[config.mk]
export PLATFORM = sky130hd
export DESIGN_NAME = oled_graphics_command_encoder
export DESIGN_NICKNAME = d
export VERILOG_FILES = /design/src/hdl/ogce_pkg.sv /design/src/hdl/ogce_req_check.sv /design/src/hdl/ogce_byte_sel.sv /design/src/hdl/oled_graphics_command_encoder.sv
export SDC_FILE = /design/constraint.sdc
export NUM_CORES = 1
export LEC_CHECK = 0
export BUFFER_PORTS_ARGS = -buffer_cell sky130_fd_sc_hd__clkbuf_2
export CORE_ASPECT_RATIO = 1.25
export CORE_MARGIN = 5
export CORE_UTILIZATION = 33
export CTS_CLUSTER_DIAMETER = 60
export DETAILED_ROUTE_END_ITERATION = 10
export GPL_TIMING_DRIVEN = 1
export SLEW_MARGIN = 20
export SYNTH_ARGS = -nofsm -noshare
export SYNTH_HDL_FRONTEND = slang
export SYNTH_SLANG_ARGS = --single-unit
[constraint.sdc]
create_clock -name clk -period 6.2 [get_ports clk]
set_input_delay 0.93 -clock clk [delete_from_list [all_inputs] [get_ports clk]]
set_output_delay 0.93 -clock clk [all_outputs]
set_load 0.005 [all_outputs]
[src/hdl/ogce_pkg.sv]
// ============================================================================
// ogce_pkg
// Shared types, opcodes and the register setup table of the OLED graphics
// command encoder.
// ============================================================================
package ogce_pkg;

  localparam int SCREEN_WIDTH_DEF  = 96;
  localparam int SCREEN_HEIGHT_DEF = 64;

  localparam int INIT_LEN = 37;
  localparam int IDX_W    = $clog2(INIT_LEN);

  typedef enum logic [2:0] {
    OP_INIT  = 3'd0,
    OP_LINE  = 3'd1,
    OP_RECT  = 3'd2,
    OP_CLEAR = 3'd3,
    OP_PIXEL = 3'd4
  } op_t;

  localparam logic [7:0] CMD_LINE     = 8'h21;
  localparam logic [7:0] CMD_RECT     = 8'h22;
  localparam logic [7:0] CMD_CLEAR    = 8'h25;
  localparam logic [7:0] CMD_FILL     = 8'h26;
  localparam logic [7:0] FILL_ENABLE  = 8'h01;
  localparam logic [7:0] CMD_COL_ADDR = 8'h15;
  localparam logic [7:0] CMD_ROW_ADDR = 8'h75;

  localparam logic [IDX_W-1:0] LINE_LEN  = IDX_W'(8);
  localparam logic [IDX_W-1:0] RECT_LEN  = IDX_W'(13);
  localparam logic [IDX_W-1:0] CLEAR_LEN = IDX_W'(5);
  localparam logic [IDX_W-1:0] PIXEL_LEN = IDX_W'(8);

  localparam logic [7:0] INIT_SEQ [INIT_LEN] = '{
    8'hAE, 8'hA0, 8'h72, 8'hA1, 8'h00, 8'hA2, 8'h00, 8'hA4, 8'hA8, 8'h3F,
    8'hAD, 8'h8E, 8'hB0, 8'h0B, 8'hB1, 8'h31, 8'hB3, 8'hF0, 8'h8A, 8'h64,
    8'h8B, 8'h78, 8'h8C, 8'h64, 8'hBB, 8'h3A, 8'hBE, 8'h3E, 8'h87, 8'h06,
    8'h81, 8'h91, 8'h82, 8'h50, 8'h83, 8'h7D, 8'hAF
  };

  typedef struct packed {
    op_t              op;
    logic [7:0]       c0;
    logic [7:0]       r0;
    logic [7:0]       c1;
    logic [7:0]       r1;
    logic [15:0]      pen;
    logic [15:0]      fill;
    logic [IDX_W-1:0] len;
  } req_t;

  typedef struct packed {
    logic [7:0] value;
    logic       is_data;
    logic       last;
  } byte_t;

  function automatic logic [7:0] colour_red(input logic [15:0] c);
    return {2'b00, c[15:11], 1'b0};
  endfunction

  function automatic logic [7:0] colour_green(input logic [15:0] c);
    return {2'b00, c[10:5]};
  endfunction

  function automatic logic [7:0] colour_blue(input logic [15:0] c);
    return {2'b00, c[4:0], 1'b0};
  endfunction

endpackage

[src/hdl/ogce_req_check.sv]
// ============================================================================
// ogce_req_check
// Sorts line endpoints, checks screen bounds and sets the byte count of one
// request.
// ============================================================================
module ogce_req_check import ogce_pkg::*; #(
  parameter int SCREEN_WIDTH  = SCREEN_WIDTH_DEF,
  parameter int SCREEN_HEIGHT = SCREEN_HEIGHT_DEF
) (
  input  logic [2:0]  opcode,
  input  logic [7:0]  start_col,
  input  logic [7:0]  start_row,
  input  logic [7:0]  end_col,
  input  logic [7:0]  end_row,
  input  logic [15:0] pen_rgb,
  input  logic [15:0] fill_rgb,
  output req_t        req
);

  localparam logic [8:0] WIDTH_LIM  = 9'(SCREEN_WIDTH);
  localparam logic [8:0] HEIGHT_LIM = 9'(SCREEN_HEIGHT);

  logic       col_swap;
  logic       row_swap;
  logic [7:0] lc0;
  logic [7:0] lc1;
  logic [7:0] lr0;
  logic [7:0] lr1;
  logic       box_in;
  logic       pix_in;

  assign col_swap = end_col < start_col;
  assign row_swap = end_row < start_row;
  assign lc0 = col_swap ? end_col   : start_col;
  assign lc1 = col_swap ? start_col : end_col;
  assign lr0 = row_swap ? end_row   : start_row;
  assign lr1 = row_swap ? start_row : end_row;

  assign box_in = ({1'b0, start_col} < WIDTH_LIM)  && ({1'b0, end_col} < WIDTH_LIM) &&
                  ({1'b0, start_row} < HEIGHT_LIM) && ({1'b0, end_row} < HEIGHT_LIM);
  assign pix_in = ({1'b0, start_col} < WIDTH_LIM) && ({1'b0, start_row} < HEIGHT_LIM);

  always_comb begin
    req.op   = op_t'(opcode);
    req.c0   = start_col;
    req.r0   = start_row;
    req.c1   = end_col;
    req.r1   = end_row;
    req.pen  = pen_rgb;
    req.fill = fill_rgb;
    req.len  = '0;
    case (op_t'(opcode))
      OP_INIT: begin
        req.len = IDX_W'(INIT_LEN);
      end
      OP_LINE: begin
        req.c0  = lc0;
        req.r0  = lr0;
        req.c1  = lc1;
        req.r1  = lr1;
        req.len = box_in ? LINE_LEN : '0;
      end
      OP_RECT: begin
        req.len = box_in ? RECT_LEN : '0;
      end
      OP_CLEAR: begin
        req.len = CLEAR_LEN;
      end
      OP_PIXEL: begin
        req.len = pix_in ? PIXEL_LEN : '0;
      end
      default: begin
        req.len = '0;
      end
    endcase
  end

endmodule

[src/hdl/ogce_byte_sel.sv]
// ============================================================================
// ogce_byte_sel
// Picks the byte at one position of a held request's run.
// ============================================================================
module ogce_byte_sel import ogce_pkg::*; #(
  parameter int SCREEN_WIDTH  = SCREEN_WIDTH_DEF,
  parameter int SCREEN_HEIGHT = SCREEN_HEIGHT_DEF
) (
  input  req_t             req,
  input  logic [IDX_W-1:0] idx,
  output byte_t            word
);

  localparam logic [7:0] COL_END = 8'(SCREEN_WIDTH - 1);
  localparam logic [7:0] ROW_END = 8'(SCREEN_HEIGHT - 1);

  logic [7:0] coord;
  logic [7:0] pen_comp;
  logic [7:0] fill_comp;
  logic [7:0] val;
  logic       data;

  always_comb begin
    case (idx[1:0])
      2'd0:    coord = req.r1;
      2'd1:    coord = req.c0;
      2'd2:    coord = req.r0;
      default: coord = req.c1;
    endcase
  end

  always_comb begin
    case (idx)
      IDX_W'(7): pen_comp = colour_red(req.pen);
      IDX_W'(8): pen_comp = colour_green(req.pen);
      default:   pen_comp = colour_blue(req.pen);
    endcase
  end

  always_comb begin
    case (idx)
      IDX_W'(10): fill_comp = colour_red(req.fill);
      IDX_W'(11): fill_comp = colour_green(req.fill);
      default:    fill_comp = colour_blue(req.fill);
    endcase
  end

  always_comb begin
    val  = '0;
    data = 1'b0;
    case (req.op)
      OP_INIT: begin
        val = INIT_SEQ[idx];
      end
      OP_LINE: begin
        if (idx == '0) begin
          val = CMD_LINE;
        end else if (idx < IDX_W'(5)) begin
          val = coord;
        end else if (idx == IDX_W'(5)) begin
          val = colour_red(req.pen);
        end else if (idx == IDX_W'(6)) begin
          val = colour_green(req.pen);
        end else begin
          val = colour_blue(req.pen);
        end
      end
      OP_RECT: begin
        case (idx)
          IDX_W'(0): val = CMD_FILL;
          IDX_W'(1): val = FILL_ENABLE;
          IDX_W'(2): val = CMD_RECT;
          IDX_W'(3): val = req.c0;
          IDX_W'(4): val = req.r0;
          IDX_W'(5): val = req.c1;
          IDX_W'(6): val = req.r1;
          IDX_W'(7), IDX_W'(8), IDX_W'(9): val = pen_comp;
          default: val = fill_comp;
        endcase
      end
      OP_CLEAR: begin
        val = (idx == '0) ? CMD_CLEAR : coord;
      end
      OP_PIXEL: begin
        case (idx)
          IDX_W'(0): val = CMD_COL_ADDR;
          IDX_W'(1): val = req.c0;
          IDX_W'(2): val = COL_END;
          IDX_W'(3): val = CMD_ROW_ADDR;
          IDX_W'(4): val = req.r0;
          IDX_W'(5): val = ROW_END;
          IDX_W'(6): begin
            val  = req.pen[15:8];
            data = 1'b1;
          end
          default: begin
            val  = req.pen[7:0];
            data = 1'b1;
          end
        endcase
      end
      default: begin
        val = '0;
      end
    endcase
  end

  assign word.value   = val;
  assign word.is_data = data;
  assign word.last    = (idx == req.len - IDX_W'(1));

endmodule

[src/hdl/oled_graphics_command_encoder.sv]
// ============================================================================
// oled_graphics_command_encoder
// Turns one drawing request into the byte run for an RGB565 OLED controller.
//
//   channel   handshake           payload
//   in_       in_valid/in_stall   opcode, coordinates, pen and fill colours
//   out_      out_valid/out_stall out_byte, is_data, last_byte
//
// One byte per cycle leaves the output register while out_stall is low; a
// request emits 37 bytes (init), 13 (rectangle), 8 (line, pixel) or 5 (clear),
// set by the single byte sequencer. The next request is taken in the cycle
// its predecessor's last byte is loaded. Requests that emit nothing are not
// held, so they raise no stall. Reset clears the valid flags and the byte index;
// a stall holds the output word and the sequencer.
// ============================================================================
module oled_graphics_command_encoder import ogce_pkg::*; #(
  parameter int SCREEN_WIDTH  = SCREEN_WIDTH_DEF,
  parameter int SCREEN_HEIGHT = SCREEN_HEIGHT_DEF
) (
  input  logic        clk,
  input  logic        rst_n,
  input  logic        in_valid,
  output logic        in_stall,
  input  logic [2:0]  in_opcode,
  input  logic [7:0]  in_start_col,
  input  logic [7:0]  in_start_row,
  input  logic [7:0]  in_end_col,
  input  logic [7:0]  in_end_row,
  input  logic [15:0] in_pen_rgb,
  input  logic [15:0] in_fill_rgb,
  output logic        out_valid,
  input  logic        out_stall,
  output logic [7:0]  out_byte,
  output logic        out_is_data,
  output logic        out_last_byte
);

  req_t             chk_req;
  req_t             req_r;
  logic             req_valid_r;
  logic             req_valid_nxt;
  logic [IDX_W-1:0] idx_r;
  logic [IDX_W-1:0] idx_nxt;
  byte_t            sel_word;
  byte_t            out_r;
  logic             out_valid_r;
  logic             adv;
  logic             emit;
  logic             last_emit;
  logic             accept;

  ogce_req_check #(
    .SCREEN_WIDTH  (SCREEN_WIDTH),
    .SCREEN_HEIGHT (SCREEN_HEIGHT)
  ) u_check (
    .opcode    (in_opcode),
    .start_col (in_start_col),
    .start_row (in_start_row),
    .end_col   (in_end_col),
    .end_row   (in_end_row),
    .pen_rgb   (in_pen_rgb),
    .fill_rgb  (in_fill_rgb),
    .req       (chk_req)
  );

  ogce_byte_sel #(
    .SCREEN_WIDTH  (SCREEN_WIDTH),
    .SCREEN_HEIGHT (SCREEN_HEIGHT)
  ) u_sel (
    .req  (req_r),
    .idx  (idx_r),
    .word (sel_word)
  );

  assign adv       = !out_valid_r || !out_stall;
  assign emit      = req_valid_r && adv;
  assign last_emit = emit && sel_word.last;
  assign in_stall  = req_valid_r && !last_emit;
  assign accept    = in_valid && !in_stall;

  always_comb begin
    req_valid_nxt = req_valid_r;
    idx_nxt       = idx_r;
    if (accept) begin
      req_valid_nxt = (chk_req.len != '0);
      idx_nxt       = '0;
    end else if (last_emit) begin
      req_valid_nxt = 1'b0;
    end else if (emit) begin
      idx_nxt = idx_r + IDX_W'(1);
    end
  end

  always_ff @(posedge clk) begin
    if (!rst_n) begin
      req_valid_r <= 1'b0;
      idx_r       <= '0;
      out_valid_r <= 1'b0;
    end else begin
      req_valid_r <= req_valid_nxt;
      idx_r       <= idx_nxt;
      if (adv) begin
        out_valid_r <= emit;
      end
    end
  end

  always_ff @(posedge clk) begin
    if (accept) begin
      req_r <= chk_req;
    end
    if (emit) begin
      out_r <= sel_word;
    end
  end

  assign out_valid     = out_valid_r;
  assign out_byte      = out_r.value;
  assign out_is_data   = out_r.is_data;
  assign out_last_byte = out_r.last;

  a_idx_in_run: assert property (@(posedge clk) disable iff (!rst_n)
    req_valid_r |-> (idx_r < req_r.len))
    else $error("byte index beyond run length");

  a_run_not_empty: assert property (@(posedge clk) disable iff (!rst_n)
    req_valid_r |-> (req_r.len != '0))
    else $error("empty run held");

  a_accept_restarts: assert property (@(posedge clk) disable iff (!rst_n)
    accept |=> (idx_r == '0))
    else $error("run did not restart on accept");

  a_emit_loads_out: assert property (@(posedge clk) disable iff (!rst_n)
    emit |=> out_valid_r)
    else $error("emitted word lost");

endmodule

== After elaboration in Yosys (flattened, before gate mapping) ==
Memory sizes are Yosys's and may differ from the RTL's.
Index checks and enable logic that the tools add are counted.
Word-level totals
  register bits after elaboration: 91
  bits in read-only memories: 512
  input port bits: 71
  output and inout port bits: 12
  logic and storage cells: 98
  memories kept: 1
Memories
  (name not given): depth 64, bits a word 8, read ports 1, clocked after memory_dff 0, write ports 0, RTL line ogce_byte_sel.sv:53  | val = INIT_SEQ[idx];
Operators by class
  add/sub/neg operators: 2
  magnitude comparators: 8
  equality and inequality tests: 22
  mux-type cells: 25
  bitwise logic cells: 3
  reduce and logical (&&, ||, !) cells: 23
Operator list (count)
  $mux W8: 10
  $pmux W8 S8: 1
  $pmux W8 S7: 1
  $pmux W8 S5: 1
  $lt A8 B7 Y1 const B: 4
  $mux W32: 1
  $pmux W6 S5: 1
  $eq A6 B3 Y1 const B: 4
  $eq A6 B4 Y1 const B: 4
  $pmux W6 S2: 2
  $pmux W8 S3: 1
  $lt A8 B8 Y1: 2
  $eq A3 B2 Y1 const B: 4
  $eq A6 B2 Y1 const B: 2
  $mux W4: 3
  $logic_and A1 B1 Y1: 8
  $ge A7 B7 Y1 const B: 1
  $not A6 Y7: 1
  $add A6 B1 Y6 const B: 1
  $eq A3 B1 Y1 const B: 2
  $eq A3 B3 Y1 const B: 2
  $eq A6 B1 Y1 const B: 1
  $eq A6 B6 Y1: 1
  $logic_not A3 Y1: 2
  other kinds (17): 23

== Longest topological paths before layout ==
  depth in word-level cells: 9
  depth in mapped cells: 10
  mapped depth without buffers: 8

== Cells and area by module ==
Synthesis repeated with hierarchy kept, for this count alone.
Second synthesis, totals
  cells, all modules: 613
  area, all modules: 6306.0 um^2
Modules (own cells, without submodules)
  oled_graphics_command_encoder: instances 1, cells each 132, area each 2921.6 um^2, seq. area each 2652.5 um^2
  ogce_byte_sel: instances 1, cells each 348, area each 2225.9 um^2, seq. area each 0.0 um^2
  ogce_req_check: instances 1, cells each 133, area each 1158.6 um^2, seq. area each 0.0 um^2

== Worst setup path before layout ==
OpenSTA, ideal clock, no wires.
  kind: input to register
  start: input port out_stall
  end: register req_r[10] (netlist bit), enable pin
  setup time: 499 ps
  data arrival time: 4396 ps
  required time: 5701 ps
  path slack: 1305 ps
  stages: 3
  path buffers: 0
  cells stage by stage: and2_1 > o31a_1 > nor2_1
Between the ends
  longest elaborated chain between the ends: 8
RTL lines
  from (decl): RTL line oled_graphics_command_encoder.sv:32  | input logic out_stall,
  $logic_not A1 Y1: RTL line oled_graphics_command_encoder.sv:75  | assign adv = !out_valid_r || !out_stall;
  $logic_or A1 B1 Y1: RTL line oled_graphics_command_encoder.sv:75
  $logic_and A1 B1 Y1: RTL line oled_graphics_command_encoder.sv:76  | assign emit = req_valid_r && adv;
  $logic_and A1 B1 Y1: RTL line oled_graphics_command_encoder.sv:77  | assign last_emit = emit && sel_word.last;
  $logic_not A1 Y1: RTL line oled_graphics_command_encoder.sv:78  | assign in_stall = req_valid_r && !last_emit;
  $logic_and A1 B1 Y1: RTL line oled_graphics_command_encoder.sv:78
  named net in_stall: RTL line oled_graphics_command_encoder.sv:23  | output logic in_stall,
  $logic_not A1 Y1: RTL line oled_graphics_command_encoder.sv:79  | assign accept = in_valid && !in_stall;
  $logic_and A1 B1 Y1: RTL line oled_graphics_command_encoder.sv:79
  named net accept: RTL line oled_graphics_command_encoder.sv:50  | logic accept;
  to (signal assigned): RTL line oled_graphics_command_encoder.sv:110  | req_r <= chk_req;
  to (decl): RTL line oled_graphics_command_encoder.sv:39  | req_t req_r;
The timed path passes the listed nets, and every way through them passes these cells.
A chain may end at the register's enable or synchronous reset.

==> reports/qor.yml <==
status: "completed"
multi_input_area_sq_mm: 0.00376
async_flop_share: 0
r2r_cells: 8
layout_worst_path_cycle_share: 0.536
grt_max_degree: 71
cts_resized: 0
detail_route.drc_violations: 0
grt_pass1_wl_um: 32600
ys_ff_latch: 88
ctsHoldBuffers: 0
r2r_slack_ns: 2.87
timing.rr.start: "idx_r[0]$_SDFFE_PP0P_"
hold_end: "out_valid$_SDFFE_PN0N_"
fmax_ghz: 0.301
routed_via_density: 5.95
antenna_cells: 0
synth_area_leaders: "edfxtp_1 36%, ha_1 5.4%, o2111ai_1 4.4%"
clkLatencyLatePin_ns: 0.35
cts.htree.levels: 3
synth_edf_count: 80
p_total_uw: 1550
antenna_found_initial: 0
drive_gt1_frac: 0.178
core_sq_mm: 0.0201
firstDrtPassIters: 6
io_pins: 83
clockBufferDepth: 2
p_comb_frac: 0.155
required_ns: 6.41
ant_nets: 0
p_switching_uw: 409
max-cap-violations: 0
period_minus_slack_ns: 3.33
wl_per_cell_um: 20.1
cts_root_buffer: "clkbuf_16"
slew_violations: 0
die_area_sq_mm: 0.0233
dp_hpwl_um: 15500
worstMarginPinSlew_ns: 1.21
rr_endpoint: "out_byte[0]$_DFFE_PP_"
num_rows: 58
vias: 6242
yosysWarnings: 0
yosysMostFrequentCell: "edfxtp_1"
cts_setup_buffers: 0
cp-start-kind: "register"
final_core_util: 0.381
cts_tree: "built"
syn_to_final_growth_pct: 14.1
syn_avg_cell_area_sq_um: 9.32
drt_wl_total_um: 21000
ir_worst_vdd_mv: 0.121
fin_nets: 874
final-hold-violation-count: 0
power_frac_seq: 0.473
rsz0062_at_grt: "false"
worstSetupEndpointType: "register"
gr-total-overflow: 0
drt_iter0_drc: 702
die_h_um: 169
die_w_um: 138
yosysTopAreaCellShare: 0.358
cp_max_fo: 17
fin_tns_setup_ns: 0
fillers: 2084
clkTransAtPathRegs_ns: 0.06
seq_area_sq_mm: 0.00256
grt.total_usage: 0.178
yosysUniqueCellTypes: 78
start_util: 0.334
hp-start: "req_valid_r$_SDFFE_PN0P_"
syn-num-nets: 820
cts_made_buffers: 9
yosysSeqAreaShare: 0.382
p_int_uw: 1140
synth_cells: 720
min_path_cells: 1
arrival_ns: 3.53
place.gp.congestion: 0.998
pwr-share-clk: 0.372
synth_common_cells: "80 x edfxtp_1, 67 x nand2_1, 51 x a21oi_1, 38 x o211ai_1, 36 x clkbuf_1"
dominantRegCellSynth: "edfxtp_1"
yosys.area.top_type: "edfxtp_1"
finClkSkew_ns: 0.00784
critPathKind: "register to register"
powerDensity_mw_per_mm2: 202
portBuffers: 82
cts_num_sinks: 88
synthesis.area_sq_mm: 0.00671
finalSetupViolations: 0
switching_share: 0.264
hold_ws_ns: 0.485
grt_pass1_vias: 5897
cellLeakagePower_uw: 0.00275
hp-class: "register to register"
relSlewSlack: 0.172
metal layers:
layer  track usage  vias to the layer above  wire length [um]
li1              -                     2954                 -
met1         0.227                     2951              8510
met2         0.292                      277             10300
met3        0.0320                       60              1390
met4        0.0803                        0               841
met5             0                        -                 0
registers in the layout, indices dropped and copies added (netlist names):
| name | cells |
|---|---|
| out_byte | 8 |
| out_is_data | 1 |
| req_valid_r | 1 |
| out_valid | 1 |
| idx_r | 6 |
| out_last_byte | 1 |
| req_r | 70 |
final cells by class:
cell class | count | area share
clock buffer | 11 | 0.0304
multi-input combinational | 540 | 0.491
inverter | 36 | 0.0176
tap | 270 | 0.0441
timing repair buffer | 99 | 0.0717
sequential | 88 | 0.334
clock inverter | 5 | 0.0105
cell families (layout without fill, tap and decap cells):
| family | Yosys count | count (layout) | synth area share |
|---|---|---|---|
| AO/OA/AOI/OAI | 260 | 260 | 0.286 |
| AND/OR/NAND/NOR | 231 | 231 | 0.188 |
| adder cells (fa/ha/maj) | 29 | 29 | 0.0541 |
| XOR/XNOR | 7 | 7 | 0.00913 |
| flip-flops | 88 | 88 | 0.382 |
| buffers and inverters | 92 | 151 | 0.0591 |
| multiplexers | 13 | 13 | 0.0222 |
worst max path at each step:
stage	from	to	slack [ns]
after detailed placement	idx_r[0]$_SDFFE_PP0P_	out_byte[7]$_DFFE_PP_	2.92
after CTS	idx_r[0]$_SDFFE_PP0P_	out_byte[7]$_DFFE_PP_	2.90
after floorplan	out_stall	req_r[10]$_DFFE_PP_	1.31
after global placement	in_start_col[6]	req_r[51]$_DFFE_PP_	2.97
final	idx_r[0]$_SDFFE_PP0P_	out_byte[0]$_DFFE_PP_	2.87
after global routing	idx_r[0]$_SDFFE_PP0P_	out_byte[0]$_DFFE_PP_	2.58
stage by stage:
step	cell area, sq um	std cells	setup WS (ns)
2_1_floorplan	6710	720	1.31
3_3_place_gp	7320	1031	2.97
3_5_place_dp	7320	1031	2.92
4_1_cts	7630	1047	2.90
5_1_grt	7660	1049	2.58
6_report	7660	1049	2.87
cell usage in the layout (no fill, tap or decap), types with 9 or more instances in the layout:
master,count
a211oi_1,11
a21oi_1,51
a222oi_1,10
a22oi_1,11
buf_4,15
clkbuf_16,9
clkbuf_2,82
edfxtp_1,80
ha_1,29
inv_1,35
nand2_1,67
nand2b_1,10
nand3_1,26
nor2_1,27
nor3_1,25
nor3b_1,23
o2111ai_1,34
o211ai_1,38
o21ai_0,23
worst max-delay path: stages, from the launching register on:
cell and delay [ns]:
dfxtp_1 0.65, inv_1 0.27, ha_1 0.50, buf_4 0.31, a211oi_2 0.38, o221ai_1 0.20
nor3_1 0.51, a41oi_1 0.21, nand4_1 0.15
power by group through the flow:
stage / Combinational (uW) / Clock, uW / Sequential, uW
global route: 268 / 611 / 734
global placement: 236 / 0 / 744
floorplan: 155 / 0 / 726
finish: 240 / 576 / 732
detailed placement: 237 / 0 / 743
CTS: 238 / 588 / 731
Note: power is estimated with default switching activity, not from simulation.
